==> src/design/sbwfb_pkg.sv <==
// Package: shared constants, register layout tables and control types for the frame builder.
package sbwfb_pkg;

    localparam int NUM_REGS    = 12;
    localparam int SHADOW_SIZE = 40;
    localparam int ADDR_W      = 8;
    localparam int DATA_W      = 8;
    localparam int MEM_AW      = 6;
    localparam int REG_W       = 4;
    localparam int LEN_W       = 3;

    localparam int CFG_IDX_W  = 2;
    localparam int CFG_DATA_W = 2;

    localparam logic [CFG_IDX_W-1:0] CFG_EVERY_BYTE = 2'd0;
    localparam logic [CFG_IDX_W-1:0] CFG_STB_SEL    = 2'd1;

    localparam logic [1:0] STB_SEL_QUIET = 2'd2;

    localparam logic [1:0] BEAT_HDR  = 2'd0;
    localparam logic [1:0] BEAT_DATA = 2'd1;
    localparam logic [1:0] BEAT_ERR  = 2'd2;

    localparam logic [MEM_AW-1:0] REG_BASE [NUM_REGS] = '{
        6'd0, 6'd2, 6'd4, 6'd10, 6'd16, 6'd22, 6'd26, 6'd29, 6'd33, 6'd35, 6'd37, 6'd38
    };
    localparam logic [MEM_AW-1:0] REG_END [NUM_REGS] = '{
        6'd1, 6'd3, 6'd9, 6'd15, 6'd21, 6'd25, 6'd28, 6'd32, 6'd34, 6'd36, 6'd37, 6'd39
    };
    localparam logic [LEN_W-1:0] REG_LEN_M1 [NUM_REGS] = '{
        3'd1, 3'd1, 3'd5, 3'd5, 3'd5, 3'd3, 3'd2, 3'd3, 3'd1, 3'd1, 3'd0, 3'd1
    };

    typedef struct packed {
        logic       accept;
        logic       load;
        logic [1:0] kind;
        logic       rd_en;
        logic       rd_first;
        logic       cnt_clr;
        logic       cnt_inc;
    } t_cmd;

    typedef struct packed {
        logic addr_err;
        logic need_frame;
        logic cnt_last;
        logic out_free;
    } t_sts;

    function automatic logic [REG_W-1:0] reg_of(input logic [MEM_AW-1:0] a);
        logic [REG_W-1:0] idx;
        idx = '0;
        for (int r = 1; r < NUM_REGS; r++) begin
            if (a >= REG_BASE[r]) begin
                idx = REG_W'(r);
            end
        end
        return idx;
    endfunction

endpackage

==> src/design/sbwfb_wr_if.sv <==
// Interface: byte write channel (address and value).
interface sbwfb_wr_if;
    logic                               valid;
    logic                               ready;
    logic [sbwfb_pkg::ADDR_W-1:0]       byte_address;
    logic [sbwfb_pkg::DATA_W-1:0]       byte_value;

    modport source (output valid, output byte_address, output byte_value, input ready);
    modport sink   (input valid, input byte_address, input byte_value, output ready);
endinterface

==> src/design/sbwfb_frm_if.sv <==
// Interface: frame byte output channel.
interface sbwfb_frm_if;
    logic                               valid;
    logic                               ready;
    logic [sbwfb_pkg::DATA_W-1:0]       frame_byte;
    logic                               is_command;
    logic                               frame_last;
    logic                               strobe_pulse;
    logic                               address_error;

    modport source (output valid, output frame_byte, output is_command, output frame_last,
                    output strobe_pulse, output address_error, input ready);
    modport sink   (input valid, input frame_byte, input is_command, input frame_last,
                    input strobe_pulse, input address_error, output ready);
endinterface

==> src/design/shadowed_byte_write_frame_builder_top.sv <==
// Top level: byte write frame builder with shadow store.
//
//   channel  dir  handshake          beat contents
//   i_wr     in   valid/ready        byte_address, byte_value
//   o_frm    out  valid/ready        frame_byte, is_command, frame_last,
//                                    strobe_pulse, address_error
//   cfg      in   i_cfg_we only      i_cfg_idx, i_cfg_data
//
// A write that ends a frame is accepted and stored, then goes out one beat per cycle while
// o_frm is ready: header, then len data bytes read from the shadow RAM. A bad address
// sends one error beat; a silent write is only stored. The shadow RAM port sets the pace.
// Reset clears the shadow at once through per-byte valid flags; no sweep.
// A stall on o_frm holds the frame; i_wr stays not ready until the last beat is loaded.
module shadowed_byte_write_frame_builder_top (
    input  logic                                i_clk,
    input  logic                                i_rst_n,
    sbwfb_wr_if.sink                            i_wr,
    sbwfb_frm_if.source                         o_frm,
    input  logic                                i_cfg_we,
    input  logic [sbwfb_pkg::CFG_IDX_W-1:0]     i_cfg_idx,
    input  logic [sbwfb_pkg::CFG_DATA_W-1:0]    i_cfg_data
);

    sbwfb_pkg::t_cmd cmd;
    sbwfb_pkg::t_sts sts;

    sbwfb_ctrl u_ctrl (
        .i_clk      (i_clk),
        .i_rst_n    (i_rst_n),
        .i_in_valid (i_wr.valid),
        .o_in_ready (i_wr.ready),
        .i_sts      (sts),
        .o_cmd      (cmd)
    );

    sbwfb_dp u_dp (
        .i_clk           (i_clk),
        .i_rst_n         (i_rst_n),
        .i_cmd           (cmd),
        .o_sts           (sts),
        .i_byte_address  (i_wr.byte_address),
        .i_byte_value    (i_wr.byte_value),
        .i_cfg_we        (i_cfg_we),
        .i_cfg_idx       (i_cfg_idx),
        .i_cfg_data      (i_cfg_data),
        .i_out_ready     (o_frm.ready),
        .o_out_valid     (o_frm.valid),
        .o_frame_byte    (o_frm.frame_byte),
        .o_is_command    (o_frm.is_command),
        .o_frame_last    (o_frm.frame_last),
        .o_strobe_pulse  (o_frm.strobe_pulse),
        .o_address_error (o_frm.address_error)
    );

endmodule

==> src/design/sbwfb_ctrl.sv <==
// Controller: sequences header, data and error beats of one write.
module sbwfb_ctrl (
    input  logic              i_clk,
    input  logic              i_rst_n,
    input  logic              i_in_valid,
    output logic              o_in_ready,
    input  sbwfb_pkg::t_sts   i_sts,
    output sbwfb_pkg::t_cmd   o_cmd
);

    localparam logic [1:0] S_IDLE = 2'd0;
    localparam logic [1:0] S_ERR  = 2'd1;
    localparam logic [1:0] S_HDR  = 2'd2;
    localparam logic [1:0] S_DATA = 2'd3;

    logic [1:0] r_state;
    logic [1:0] n_state;

    assign o_in_ready = (r_state == S_IDLE);

    always_comb begin
        n_state        = r_state;
        o_cmd          = '0;
        o_cmd.kind     = sbwfb_pkg::BEAT_HDR;
        unique case (r_state)
            S_IDLE: begin
                if (i_in_valid) begin
                    o_cmd.accept = 1'b1;
                    if (i_sts.addr_err) begin
                        n_state = S_ERR;
                    end else if (i_sts.need_frame) begin
                        n_state = S_HDR;
                    end
                end
            end
            S_ERR: begin
                o_cmd.kind = sbwfb_pkg::BEAT_ERR;
                if (i_sts.out_free) begin
                    o_cmd.load = 1'b1;
                    n_state    = S_IDLE;
                end
            end
            S_HDR: begin
                o_cmd.kind = sbwfb_pkg::BEAT_HDR;
                if (i_sts.out_free) begin
                    o_cmd.load     = 1'b1;
                    o_cmd.rd_en    = 1'b1;
                    o_cmd.rd_first = 1'b1;
                    o_cmd.cnt_clr  = 1'b1;
                    n_state        = S_DATA;
                end
            end
            S_DATA: begin
                o_cmd.kind = sbwfb_pkg::BEAT_DATA;
                if (i_sts.out_free) begin
                    o_cmd.load = 1'b1;
                    if (i_sts.cnt_last) begin
                        n_state = S_IDLE;
                    end else begin
                        o_cmd.rd_en   = 1'b1;
                        o_cmd.cnt_inc = 1'b1;
                    end
                end
            end
            default: begin
                n_state = S_IDLE;
            end
        endcase
    end

    always_ff @(posedge i_clk) begin
        if (!i_rst_n) begin
            r_state <= S_IDLE;
        end else begin
            r_state <= n_state;
        end
    end

endmodule

==> src/design/sbwfb_dp.sv <==
// Datapath: shadow store, register decode, config registers and output register.
module sbwfb_dp (
    input  logic                                i_clk,
    input  logic                                i_rst_n,
    input  sbwfb_pkg::t_cmd                     i_cmd,
    output sbwfb_pkg::t_sts                     o_sts,
    input  logic [sbwfb_pkg::ADDR_W-1:0]        i_byte_address,
    input  logic [sbwfb_pkg::DATA_W-1:0]        i_byte_value,
    input  logic                                i_cfg_we,
    input  logic [sbwfb_pkg::CFG_IDX_W-1:0]     i_cfg_idx,
    input  logic [sbwfb_pkg::CFG_DATA_W-1:0]    i_cfg_data,
    input  logic                                i_out_ready,
    output logic                                o_out_valid,
    output logic [sbwfb_pkg::DATA_W-1:0]        o_frame_byte,
    output logic                                o_is_command,
    output logic                                o_frame_last,
    output logic                                o_strobe_pulse,
    output logic                                o_address_error
);

    localparam int AW = sbwfb_pkg::MEM_AW;
    localparam int DW = sbwfb_pkg::DATA_W;

    logic [DW-1:0]                      r_mem [sbwfb_pkg::SHADOW_SIZE];
    logic [sbwfb_pkg::SHADOW_SIZE-1:0]  r_vld;
    logic [DW-1:0]                      r_rd_data;
    logic                               r_rd_vld;

    logic                               r_every_byte;
    logic [1:0]                         r_stb_sel;

    logic [sbwfb_pkg::REG_W-1:0]        r_reg;
    logic [AW-1:0]                      r_base;
    logic [sbwfb_pkg::LEN_W-1:0]        r_len_m1;
    logic [sbwfb_pkg::LEN_W-1:0]        r_cnt;

    logic                               r_o_valid;
    logic [DW-1:0]                      r_o_byte;
    logic                               r_o_cmd;
    logic                               r_o_last;
    logic                               r_o_stb;
    logic                               r_o_err;

    logic [DW-1:0]                      n_o_byte;
    logic                               n_o_cmd;
    logic                               n_o_last;
    logic                               n_o_stb;
    logic                               n_o_err;

    logic [AW-1:0]                      in_a;
    logic                               in_range;
    logic [sbwfb_pkg::REG_W-1:0]        in_reg;
    logic [sbwfb_pkg::LEN_W-1:0]        rd_off;
    logic [AW-1:0]                      rd_addr;
    logic                               cnt_last;
    logic [DW-1:0]                      data_byte;

    assign in_a     = i_byte_address[AW-1:0];
    assign in_range = i_byte_address < sbwfb_pkg::ADDR_W'(sbwfb_pkg::SHADOW_SIZE);
    assign in_reg   = sbwfb_pkg::reg_of(in_a);
    assign cnt_last = (r_cnt == r_len_m1);
    assign rd_off   = i_cmd.rd_first ? '0 : r_cnt + 1'b1;
    assign rd_addr  = r_base + AW'(rd_off);
    assign data_byte = r_rd_vld ? r_rd_data : '0;

    assign o_sts.addr_err   = !in_range;
    assign o_sts.need_frame = r_every_byte || (in_a == sbwfb_pkg::REG_END[in_reg]);
    assign o_sts.cnt_last   = cnt_last;
    assign o_sts.out_free   = !r_o_valid || i_out_ready;

    always_comb begin
        n_o_byte = '0;
        n_o_cmd  = 1'b0;
        n_o_last = 1'b0;
        n_o_stb  = 1'b0;
        n_o_err  = 1'b0;
        case (i_cmd.kind)
            sbwfb_pkg::BEAT_HDR: begin
                n_o_byte = DW'(r_reg);
                n_o_cmd  = 1'b1;
            end
            sbwfb_pkg::BEAT_DATA: begin
                n_o_byte = data_byte;
                n_o_last = cnt_last;
                n_o_stb  = cnt_last && (r_stb_sel != sbwfb_pkg::STB_SEL_QUIET);
            end
            sbwfb_pkg::BEAT_ERR: begin
                n_o_last = 1'b1;
                n_o_err  = 1'b1;
            end
            default: ;
        endcase
    end

    always_ff @(posedge i_clk) begin
        if (i_cmd.accept && in_range) begin
            r_mem[in_a] <= i_byte_value;
        end
        if (i_cmd.rd_en) begin
            r_rd_data <= r_mem[rd_addr];
            r_rd_vld  <= r_vld[rd_addr];
        end
    end

    always_ff @(posedge i_clk) begin
        if (!i_rst_n) begin
            r_vld        <= '0;
            r_every_byte <= 1'b1;
            r_stb_sel    <= '0;
            r_o_valid    <= 1'b0;
        end else begin
            if (i_cmd.accept && in_range) begin
                r_vld[in_a] <= 1'b1;
            end
            if (i_cfg_we) begin
                unique case (i_cfg_idx)
                    sbwfb_pkg::CFG_EVERY_BYTE: r_every_byte <= i_cfg_data[0];
                    sbwfb_pkg::CFG_STB_SEL:    r_stb_sel    <= i_cfg_data[1:0];
                    default: ;
                endcase
            end
            if (i_cmd.load) begin
                r_o_valid <= 1'b1;
            end else if (i_out_ready) begin
                r_o_valid <= 1'b0;
            end
        end
    end

    always_ff @(posedge i_clk) begin
        if (i_cmd.accept) begin
            r_reg    <= in_reg;
            r_base   <= sbwfb_pkg::REG_BASE[in_reg];
            r_len_m1 <= sbwfb_pkg::REG_LEN_M1[in_reg];
        end
        if (i_cmd.cnt_clr) begin
            r_cnt <= '0;
        end else if (i_cmd.cnt_inc) begin
            r_cnt <= r_cnt + 1'b1;
        end
        if (i_cmd.load) begin
            r_o_byte <= n_o_byte;
            r_o_cmd  <= n_o_cmd;
            r_o_last <= n_o_last;
            r_o_stb  <= n_o_stb;
            r_o_err  <= n_o_err;
        end
    end

    assign o_out_valid     = r_o_valid;
    assign o_frame_byte    = r_o_byte;
    assign o_is_command    = r_o_cmd;
    assign o_frame_last    = r_o_last;
    assign o_strobe_pulse  = r_o_stb;
    assign o_address_error = r_o_err;

endmodule

==> src/flat_wrapper.sv <==
// flat-port wrapper written by rule: the top's interface ports become plain ports
module shadowed_byte_write_frame_builder_top_flat 
  (i_clk, i_rst_n, i_cfg_we, i_cfg_idx, i_cfg_data, i_wr_valid, i_wr_byte_address, i_wr_byte_value, i_wr_ready, o_frm_valid, o_frm_frame_byte, o_frm_is_command, o_frm_frame_last, o_frm_strobe_pulse, o_frm_address_error, o_frm_ready);
  sbwfb_wr_if i_wr_i ();
  sbwfb_frm_if o_frm_i ();
  input  logic i_clk;
  input  logic i_rst_n;
  input  logic i_cfg_we;
  input  logic [sbwfb_pkg::CFG_IDX_W-1:0] i_cfg_idx;
  input  logic [sbwfb_pkg::CFG_DATA_W-1:0] i_cfg_data;
  input wire logic [$bits(i_wr_i.valid)-1:0] i_wr_valid;
  input wire logic [$bits(i_wr_i.byte_address)-1:0] i_wr_byte_address;
  input wire logic [$bits(i_wr_i.byte_value)-1:0] i_wr_byte_value;
  output wire logic [$bits(i_wr_i.ready)-1:0] i_wr_ready;
  output wire logic [$bits(o_frm_i.valid)-1:0] o_frm_valid;
  output wire logic [$bits(o_frm_i.frame_byte)-1:0] o_frm_frame_byte;
  output wire logic [$bits(o_frm_i.is_command)-1:0] o_frm_is_command;
  output wire logic [$bits(o_frm_i.frame_last)-1:0] o_frm_frame_last;
  output wire logic [$bits(o_frm_i.strobe_pulse)-1:0] o_frm_strobe_pulse;
  output wire logic [$bits(o_frm_i.address_error)-1:0] o_frm_address_error;
  input wire logic [$bits(o_frm_i.ready)-1:0] o_frm_ready;
  assign i_wr_i.valid = i_wr_valid;
  assign i_wr_i.byte_address = i_wr_byte_address;
  assign i_wr_i.byte_value = i_wr_byte_value;
  assign i_wr_ready = i_wr_i.ready;
  assign o_frm_valid = o_frm_i.valid;
  assign o_frm_frame_byte = o_frm_i.frame_byte;
  assign o_frm_is_command = o_frm_i.is_command;
  assign o_frm_frame_last = o_frm_i.frame_last;
  assign o_frm_strobe_pulse = o_frm_i.strobe_pulse;
  assign o_frm_address_error = o_frm_i.address_error;
  assign o_frm_i.ready = o_frm_ready;
  shadowed_byte_write_frame_builder_top u_core (.i_clk(i_clk), .i_rst_n(i_rst_n), .i_wr(i_wr_i), .o_frm(o_frm_i), .i_cfg_we(i_cfg_we), .i_cfg_idx(i_cfg_idx), .i_cfg_data(i_cfg_data));
endmodule
==> config.mk <==
export PLATFORM = sky130hd
export DESIGN_NAME = shadowed_byte_write_frame_builder_top_flat
export DESIGN_NICKNAME = d
export VERILOG_FILES = /design/src/design/sbwfb_pkg.sv /design/src/design/sbwfb_wr_if.sv /design/src/design/sbwfb_frm_if.sv /design/src/design/shadowed_byte_write_frame_builder_top.sv /design/src/design/sbwfb_ctrl.sv /design/src/design/sbwfb_dp.sv /design/src/flat_wrapper.sv
export SDC_FILE = /design/constraint.sdc
export NUM_CORES = 1
export LEC_CHECK = 0
export ABC_CLOCK_PERIOD_IN_PS = 9100
export BUFFER_PORTS_ARGS = -buffer_cell sky130_fd_sc_hd__buf_2
export CAP_MARGIN = 20
export CORE_MARGIN = 4
export CORE_UTILIZATION = 60
export CTS_CLUSTER_DIAMETER = 40
export CTS_CLUSTER_SIZE = 40
export DETAILED_ROUTE_END_ITERATION = 8
export PLACE_DENSITY = 0.85
export SYNTH_ARGS = -nofsm -noshare
export SYNTH_HDL_FRONTEND = slang
export SYNTH_SLANG_ARGS = --single-unit
==> constraint.sdc <==
create_clock -name i_clk -period 9.1 [get_ports i_clk]
set_clock_uncertainty 0.15 [all_clocks]
set_input_delay 0.91 -clock i_clk [delete_from_list [all_inputs] [get_ports i_clk]]
set_output_delay 0.91 -clock i_clk [all_outputs]
set_load 0.02 [all_outputs]
; ---- Word-level counts from Yosys, hierarchy flattened
; Memory sizes are Yosys's and may differ from the RTL's. A register that Yosys moved wholly into a read port is not among the register bits.
; Index checks and enable logic that the tools add are counted.
[word_totals]
memories = 4
mem_bits_rw = 320
elab_cells = 110
rom_bits = 240
input_bits = 25
regBits = 66
out_inout_bits = 14
[op_classes]
reduce_logical = 13
bitwise = 2
addsub = 2
n_lt_le_gt_ge = 16
muxes = 45
n_eq_ne = 15
[mem_list]
columns = name, depth, word_bits, rd, rd_clocked_by_memory_dff, wr, line_no
row1 = u_core.u_dp.r_mem, 40, 8, 1, 1, 1, sbwfb_dp.sv:24  ; logic [DW-1:0] r_mem [sbwfb_pkg::SHADOW_SIZE];
row2 = (no name shown), 16, 6, 1, 1, 0, sbwfb_dp.sv:133  ; r_base <= sbwfb_pkg::REG_BASE[in_reg];
row3 = (no name shown), 16, 6, 1, 0, 0, sbwfb_dp.sv:67  ; assign o_sts.need_frame = r_every_byte || (in_a == sbwfb_pkg::REG_END[in_reg]);
row4 = (no name shown), 16, 3, 1, 1, 0, sbwfb_dp.sv:134  ; r_len_m1 <= sbwfb_pkg::REG_LEN_M1[in_reg];
[ops]
columns = cell, count
row1 = 2-to-1 mux 4 bit, 10
row2 = OR 40 bit, 1
row3 = "greater-or-equal comparator 6 x 5 -> 1 bit, second input constant", 4
row4 = "greater-or-equal comparator 6 bit, second input constant", 4
row5 = 2-to-1 mux 2 bit, 8
row6 = case mux 8 bit (2 select lines), 1
row7 = 2-to-1 mux 1 bit, 15
row8 = "less-than comparator 6 x 7 -> 1 bit, second input constant", 2
row9 = 2-to-1 mux 6 bit, 2
row10 = case mux 3 bit (3 select lines), 1
row11 = "less-than comparator 8 x 6 -> 1 bit, second input constant", 1
row12 = 2-to-1 mux 8 bit, 1
row13 = case mux 2 bit (4 select lines), 1
row14 = adder 6 x 3 -> 6 bit, 1
row15 = binary-select mux 1 bit (select 6 bit), 1
row16 = demux 1 bit (select 6 bit), 1
row17 = "== test 2 x 1 -> 1 bit, second input constant", 3
row18 = "== test 2 bit, second input constant", 3
row19 = == test 6 bit, 1
row20 = "greater-or-equal comparator 6 x 1 -> 1 bit, second input constant", 1
row21 = "greater-or-equal comparator 6 x 2 -> 1 bit, second input constant", 1
row22 = "greater-or-equal comparator 6 x 3 -> 1 bit, second input constant", 1
row23 = "greater-or-equal comparator 6 x 4 -> 1 bit, second input constant", 1
row24 = logical NOT 2 bit, 3
row25 = 15 further kinds, 25

; ---- Depth between registers and ports, before layout
; Gate-level depths: netlist (run 1).
[logic_depth]
depth_word = 22
depth_mapped = 15
ltp_nobuf = 13

; ---- Cells and area by module
; A second synthesis (run 1) with hierarchy kept.
[unflattened]
cells_unflattened = 960
hier_area_um2 = 16550.9
[modules_own_cells]
columns = mod, area_each_um2, instances, cells_per_inst, seq_area_each_um2
row1 = sbwfb_dp, 16369.4, 1, 938, 11571.1
row2 = sbwfb_ctrl, 181.4, 1, 22, 40.0

; ---- Worst setup path before layout (run 1)
; No wires, ideal clock.
[synth_timing]
kind = input to register
from = in o_frm_ready
to = reg u_core.u_dp.r_rd_vld, data pin
path_buffers = 3
setup_time_ns = 0.256
setup_slack_ns = 5.066
required_ns = 8.694
arrival_time_ns = 3.628
cell_stages = 13
cell_sequence = nand2b_1 -> nand2_1 -> nor2_1 -> nor2_1 -> ha_1 -> fa_1 -> buf_2 -> clkbuf_1 -> clkbuf_1 -> mux4_2 -> mux2i_1 -> nor3_1 -> a22o_1
[synth_between]
elab_chain_cells = 7
[synth_rtl]
columns = item, line_no
row1 = start: declaration, flat_wrapper.sv:21  ; input wire logic [$bits(o_frm_i.ready)-1:0] o_frm_ready;
row2 = logical OR 1 bit, sbwfb_dp.sv:69  ; assign o_sts.out_free = !r_o_valid || i_out_ready;
row3 = 2-to-1 mux 3 bit, sbwfb_ctrl.sv:45  ; if (i_sts.out_free) begin
row4 = 2-to-1 mux 2 bit, sbwfb_ctrl.sv:25  ; unique case (r_state)
row5 = 2-to-1 mux 3 bit, sbwfb_dp.sv:62  ; assign rd_off = i_cmd.rd_first ? '0 : r_cnt + 1'b1;
row6 = adder 6 x 3 -> 6 bit, sbwfb_dp.sv:63  ; assign rd_addr = r_base + AW'(rd_off);
row7 = binary-select mux 1 bit (select 6 bit), sbwfb_dp.sv:101  ; r_rd_vld <= r_vld[rd_addr];
row8 = 2-to-1 mux 1 bit (not written as such), sbwfb_dp.sv:101
row9 = end signal: assignment, sbwfb_dp.sv:101
row10 = end: declaration, sbwfb_dp.sv:27  ; logic r_rd_vld;
; No other way between the ends. The select of a mux whose other input is x is not followed.
; A chain may end at the register's enable or synchronous reset.

; ---- Final worst setup path (run 1)
; Ends and elaborated chain as after synthesis.

==> results of run 1 <==
layout make-up:
class	instances	area (um^2)
Sequential cell	403	11610
Clock buffer	42	1008
Timing Repair Buffer	49	276.5
Fill cell	1586	8708
Clock inverter	30	326.6
Tap cell	341	426.7
Multi-Input combinational cell	468	4409
Inverter	9	33.78
power by group through the flow:
stage / logic, mW / registers, mW / clock network, mW
finish: 1.81 / 2.09 / 1.66
global placement: 1.74 / 2.13 / 0
floorplan: 1.32 / 2.14 / 0
detailed placement: 1.78 / 2.13 / 0
global route: 1.93 / 2.10 / 1.75
CTS: 1.81 / 2.09 / 1.67
kinds of logic after synthesis:
kind of cell,after synthesis,synth area share
AND/OR/NAND/NOR,214,0.05968
flip-flops,403,0.7137
multiplexers,101,0.1353
adder cells (fa/ha/maj),9,0.007383
AO/OA/AOI/OAI,134,0.06068
buffers and inverters,63,0.01792
XOR/XNOR,10,0.005383
routing by layer:
layer	vias to the layer above	routed length (um)
li1	3791	-
met1	4530	13440
met2	592	16870
met3	82	3651
met4	2	1245
met5	-	13
stage by stage:
| stage | hold WS [ps] | power (mW) | util | instances |
|---|---|---|---|---|
| 5_1_grt | 326.6 | 5.773 | 0.6751 | 1342 |
| 2_1_floorplan | 282.4 | 3.456 | - | 934 |
| 3_3_place_gp | 291.0 | 3.873 | 0.6246 | 1268 |
| 3_5_place_dp | 301.6 | 3.918 | 0.6246 | 1268 |
| 6_report | 315.6 | 5.554 | 0.6751 | 1342 |
| 4_1_cts | 314.8 | 5.573 | 0.6744 | 1340 |
synthesized netlist by cell type (2+ instances only):
master    instances  share of area
nor2_1           64          0.015
a311o_1           8         0.0049
nand3_1          14         0.0043
a31oi_1           9         0.0035
buf_4             6         0.0028
a211oi_1         17         0.0078
buf_2             7         0.0022
buf_1             5         0.0012
mux4_1            9          0.015
o211ai_1          9         0.0042
o22ai_1           2        0.00077
a21oi_1          11         0.0034
edfxtp_1        354           0.65
a22o_1            6         0.0032
and3_1            4         0.0015
nor2b_1           9         0.0035
nand2_1          78          0.018
clkbuf_1         34         0.0078
nor3_1            4         0.0012
nand3b_1          3         0.0014
a41o_1            3         0.0018
and2_1           22         0.0085
o31ai_1           2        0.00092
xor2_1            5         0.0027
ha_1              8         0.0062
xnor2_1           5         0.0027
dfxtp_1          49          0.060
o21a_1           42          0.019
mux4_2           83           0.11
o21ai_0          11         0.0034
mux2i_1           8         0.0049
nand2b_1          3         0.0012
or2_2             3         0.0012
a21boi_0          2        0.00092
inv_1             9         0.0021
nor4_1            4         0.0015
final timing paths:
path                                                            to  slack (ps)  cells after the start
worst min-delay path            u_core.u_dp.r_vld[28]$_SDFFE_PN0P_         320                      1
worst max register to register      u_core.u_dp.r_rd_vld$_DFFE_PP_        4310                     10
worst min register to register  u_core.u_dp.r_vld[28]$_SDFFE_PN0P_         320                      1
worst max-delay path                u_core.u_dp.r_rd_vld$_DFFE_PP_        4250                     12
==> flow_metrics.tcl, run 1 <==
set metrics [dict create \
    max_slew_margin 0.2138 \
    grt_busiest_layer "met2" \
    worstPathRequired_ps 9260 \
    gr-usage-met1 0.3418 \
    layout_common_cells "edfxtp_1 (354), mux4_2 (83), nand2_1 (78)" \
    path_delay_family "adder cells" \
    grt_first_pass_wirelength_um 53820 \
    place_area_mm2 0.01674 \
    leakage_nw 5.990 \
    clk_latency_ps 550 \
    sw_frac_of_total 0.3214 \
    fin_ws_ps 4247 \
    antenna_found_initial 3 \
    synth_fp_nets 968 \
    cts_buffers 39 \
    initial_utilization 0.6070 \
    wirelength_um 35220 \
    synthArstFlopShare 0 \
    cp_slowest_cell "fa_4" \
    drt-wirelength-per-cell_um 26.25 \
    power_density_mw_per_mm2 307.0 \
    synthCells 934 \
    cts_tree "built" \
    drt_iter0_markers 1150 \
    design_area_mm2 0.01809 \
    worstReg2RegStart "u_core.u_ctrl.r_state[1]$_SDFFE_PN0P_" \
    drcViolationCount 0 \
    hold_path.class "register to register" \
    overflow 0 \
    clock_path_buffers 3 \
    clk_pin_slew_ps 70 \
    power_frac_clock 0.298 \
    io_pins 39 \
    hpwl_um 20790 \
    grt_use_met2 0.3643 \
    cts_resized 0 \
    rsz0062_at_grt "no" \
    ys_seq_area_frac 0.7137 \
    setup_viol 0 \
    ant_nets 0 \
    clockRootBuffer "clkbuf_16" \
    combPwrFrac 0.325 \
    max_freq_ghz 0.2061 \
    htreeDepth 2 \
    critPathLaunchType "input pin" \
    grt_max_degree 51 \
    fin_crit_ps 4853 \
    crit_chain "buf_2 > nand2b_1 > nand2_1 > nor2_1 > nor2_1 > ha_4 > fa_4 > buf_4 > mux4_2 > mux4_2 > mux2_4 > a22o_1" \
    cts.sinks 403 \
    layout.nets 1004 \
    path_buf_inv 2 \
    outcome "complete, no violations" \
    core-area_mm2 0.02680 \
    rows 60 \
    p_int_mw 3.769 \
    syn_avg_cell_area_um2 17.42 \
    via_per_inst 6.704 \
    largest_registers "u_core.u_dp.r_mem (320), u_core.u_dp.r_vld (40)" \
    max_cap_viol_count 0 \
    switchingPower_mw 1.785 \
    top_register "u_core.u_dp.r_mem" \
    grt_pass1_vias 8944 \
    synth_area_mm2 0.01627 \
    layout_commonest_cell "edfxtp_1" \
    synth-edff-count 354 \
    worst-path-max-fanout 50 \
    hold_viol_final 0 \
    ys_ff_latch 403 \
    finalCritPeriodShare 0.5333 \
    use_met3 0.04941 \
    yosys.cell_types.count 58 \
    seqPwrFrac 0.377 \
    grt_use_total 0.2364 \
    tns_ps 0 \
    post_cts_buffers 0 \
    dp_slack_ps 3685 \
    die_y_um 172.7 \
    fp.dieW_um 172.7 \
    diodes 0 \
    ctsHoldBuffers 0 \
    dieArea_mm2 0.02981 \
    vias 8997 \
    drive_gt1_frac 0.2088 \
    place_congestion 0.8891 \
    yosysWarnings 0 \
    crit_type "input pin to register" \
    drtPass1Iterations 5 \
    area_growth_pct 11.21 \
    crit_start "o_frm_ready" \
    largest_reg_flops 320 \
    cp-end-kind "register" \
    ir_worst_vdd_v 0.0002089 \
    worst_slew_pin_slew_ps 1175 \
    cp.arrival_ps 5010 \
    holdCritStartpoint "u_core.u_dp.r_vld[28]$_SDFFE_PN0P_" \
    synth-main-ff-cell "edfxtp_1" \
    io_buffer_count 38 \
    critPathMaxStageDelay_ps 1270 \
    drv_slew 0 \
]
No activity file was read; power rests on OpenSTA's default activity.
==> run 2: changes to the inputs <==
--- a/config.mk
+++ b/config.mk
@@ -5,15 +5,16 @@
 export SDC_FILE = /design/constraint.sdc
 export NUM_CORES = 1
 export LEC_CHECK = 0
-export ABC_CLOCK_PERIOD_IN_PS = 9100
+export ABC_AREA = 1
+export ABC_CLOCK_PERIOD_IN_PS = 4340
 export BUFFER_PORTS_ARGS = -buffer_cell sky130_fd_sc_hd__buf_2
 export CAP_MARGIN = 20
 export CORE_MARGIN = 4
-export CORE_UTILIZATION = 60
+export CORE_UTILIZATION = 56
 export CTS_CLUSTER_DIAMETER = 40
 export CTS_CLUSTER_SIZE = 40
 export DETAILED_ROUTE_END_ITERATION = 8
-export PLACE_DENSITY = 0.85
+export PLACE_DENSITY = 0.83
 export SYNTH_ARGS = -nofsm -noshare
 export SYNTH_HDL_FRONTEND = slang
 export SYNTH_SLANG_ARGS = --single-unit
==> constraint.sdc (replaced) <==
create_clock -name i_clk -period 4.34 [get_ports i_clk]
set_clock_uncertainty 0.15 [all_clocks]
set_input_delay 0.434 -clock i_clk [delete_from_list [all_inputs] [get_ports i_clk]]
set_output_delay 0.434 -clock i_clk [all_outputs]
set_load 0.02 [all_outputs]
==> run 2 against run 1 <==
First-iteration DRC count increased by 53%. Core utilization shrank 4.0 points. Final area increased by 1.3%. Flip-flop and latch count unchanged. Area after synthesis increased by 1.0%. Setup slack got worse by 3500 ps. Die area up 7.8%.
==> flow_metrics.tcl, run 2 <==
set metrics [dict create \
    drcViolationCount 0 \
    overflow 0 \
    ctsHoldBuffers 0 \
    core-area_mm2 0.02886 \
    synth_top_area_cell "edfxtp_1" \
    io_pins 39 \
    dp.cells 1785 \
    layout_commonest_cell "edfxtp_1" \
    cts_resized 0 \
    io_buffer_count 38 \
    cp_slowest_cell "fa_2" \
    setup_viol 0 \
    grt_pass1_vias 11137 \
    crit_chain "inv_2 > nand2_1 > nor2_1 > nor2_1 > ha_4 > fa_2 > inv_2 > buf_12 > nor2_1 > o21ai_0 > a21oi_1 > a211oi_1 > nor3_1 > nor3_1 > a21oi_1" \
    synth-main-ff-cell "edfxtp_1" \
    fp.dieW_um 179.3 \
    synthCells 1423 \
    r2r_cells 15 \
    wirelength_um 40770 \
    fin_crit_ps 3601 \
    design_area_mm2 0.01833 \
    vias 11548 \
    cts_buffers 39 \
    cts.sinks 403 \
    grt_max_degree 147 \
    synth_area_mm2 0.01643 \
    critPathLaunchType "register" \
    synth_fp_nets 1457 \
    finalCritPeriodShare 0.8297 \
    synth_area_leaders "edfxtp_1 (65%), nor2_1 (6.3%), o21ai_0 (6.1%), dfxtp_1 (6.0%), o22ai_1 (3.3%)" \
    rows 62 \
    worst_slew_pin_slew_ps 975.2 \
    rsz0062_at_grt "no" \
    final_cells 1856 \
    tns_ps 0 \
    area_growth_pct 11.54 \
    layout_common_cells "edfxtp_1 (354), nor2_1 (274), o21ai_0 (199)" \
    fillerInstances 2158 \
    grt_first_pass_wirelength_um 62850 \
    drt-wirelength-per-cell_um 21.97 \
    worstPathRequired_ps 4470 \
    largest_reg_flops 320 \
    crit_type "register to register" \
    hold_path.class "input pin to register" \
    place_area_mm2 0.01703 \
    clockRootBuffer "clkbuf_16" \
    drt_iter0_markers 1764 \
    synthArstFlopShare 0 \
    max_slew_margin 0.3475 \
    rr_endpoint "u_core.u_dp.r_rd_vld$_DFFE_PP_" \
    cp.arrival_ps 3730 \
    hold_viol_final 0 \
    yosysWarnings 0 \
    synth_top_area_frac 0.6468 \
    top_register "u_core.u_dp.r_mem" \
    synth-edff-count 354 \
    ys_ff_latch 403 \
    synth_common_cells "edfxtp_1 (354), nor2_1 (274), o21ai_0 (199)" \
    diodes 0 \
    critPathMaxStageDelay_ps 470 \
    clock_path_buffers 3 \
    initial_utilization 0.5695 \
    clk_latency_ps 530 \
    place_congestion 0.9455 \
    htreeDepth 2 \
    die_y_um 179.3 \
    crit_top_cell "nor2_1" \
    grt_use_total 0.2549 \
    post_cts_buffers 0 \
    worst-path-max-fanout 36 \
    dieArea_mm2 0.03215 \
    drv_slew 0 \
    hold-path-cell-count 3 \
    drive_gt1_frac 0.1053 \
    syn_avg_cell_area_um2 11.55 \
    clk_pin_slew_ps 70 \
    holdCritStartpoint "i_cfg_data[0]" \
    cp-end-kind "register" \
    worstReg2RegStart "u_core.u_ctrl.r_state[0]$_SDFFE_PN0P_" \
    via_per_inst 6.222 \
    synth.most_common_cell "edfxtp_1" \
    max_cap_viol_count 0 \
    layout.nets 1477 \
    cts_tree "built" \
    ant_nets 0 \
    hold_path_end "u_core.u_dp.r_every_byte$_SDFFE_PN1P_" \
    hpwl_um 24640 \
    largest_registers "u_core.u_dp.r_mem (320), u_core.u_dp.r_vld (40)" \
    holdWs_ps 16.55 \
    yosys.cell_types.count 41 \
    outcome "complete, no violations" \
    ff2ff_setup_slack_ps 740 \
    drtPass1Iterations 6 \
    antenna_found_initial 0 \
    max_freq_ghz 0.2777 \
    ys_seq_area_frac 0.7065 \
    crit_start "u_core.u_ctrl.r_state[0]$_SDFFE_PN0P_" \
]
## run 2: final cells by class
type	instances	area, um^2	share of cell area
inverter	76	287.8	0.01570
multi-input combinational	866	4263	0.2325
clock inverter	20	224.0	0.01222
clock buffer	50	1070	0.05836
timing repair buffer	57	395.4	0.02157
tap	384	480.5	0.02621
sequential	403	11610	0.6334
## run 2: kinds of logic after synthesis
logic type | count (synthesis) | synth area share
XOR/XNOR | 9 | 0.004796
adder cells (fa/ha/maj) | 9 | 0.007309
flip-flops | 403 | 0.7065
AND/OR/NAND/NOR | 491 | 0.1226
AO/OA/AOI/OAI | 357 | 0.1227
buffers and inverters | 154 | 0.03616
## run 2: per-layer routing
layer  up-vias  global-route usage  wire [um]
met5         -                   0          0
met4         0             0.09457       1496
met3       121             0.06263       4727
met2       730              0.4090      19220
met1      5554              0.3421      15320
li1       5143                   -          -
## run 2: per-stage QoR
step	setup slack [ps]	utilization
2_1_floorplan	1347	-
3_3_place_gp	755.8	0.5901
3_5_place_dp	728.1	0.5901
4_1_cts	780.3	0.6350
5_1_grt	463.1	0.6352
6_report	739.2	0.6352
## run 2: worst max path at each step
stage,to,slack [ps],depth (start not counted)
after global routing,u_core.u_dp.r_rd_vld$_DFFE_PP_,460,13
final,u_core.u_dp.r_rd_vld$_DFFE_PP_,740,15
after floorplan,u_core.u_dp.r_rd_vld$_DFFE_PP_,1350,16
after detailed placement,u_core.u_dp.r_rd_vld$_DFFE_PP_,730,15
after global placement,u_core.u_dp.r_rd_vld$_DFFE_PP_,760,15
after CTS,u_core.u_dp.r_rd_vld$_DFFE_PP_,780,15
## run 2: worst max-delay path: cells and delay by family, from the launching register on
kind	cells	cell delay, ps
simple gates	6	850
buf+inv	3	810
fa+ha+maj	2	650
compound gates	4	510
flops	1	350
Power of run 2 is left out: the tool's default activity adds up to more than one toggle a clock period on the data nets, which glitch-free logic cannot reach.
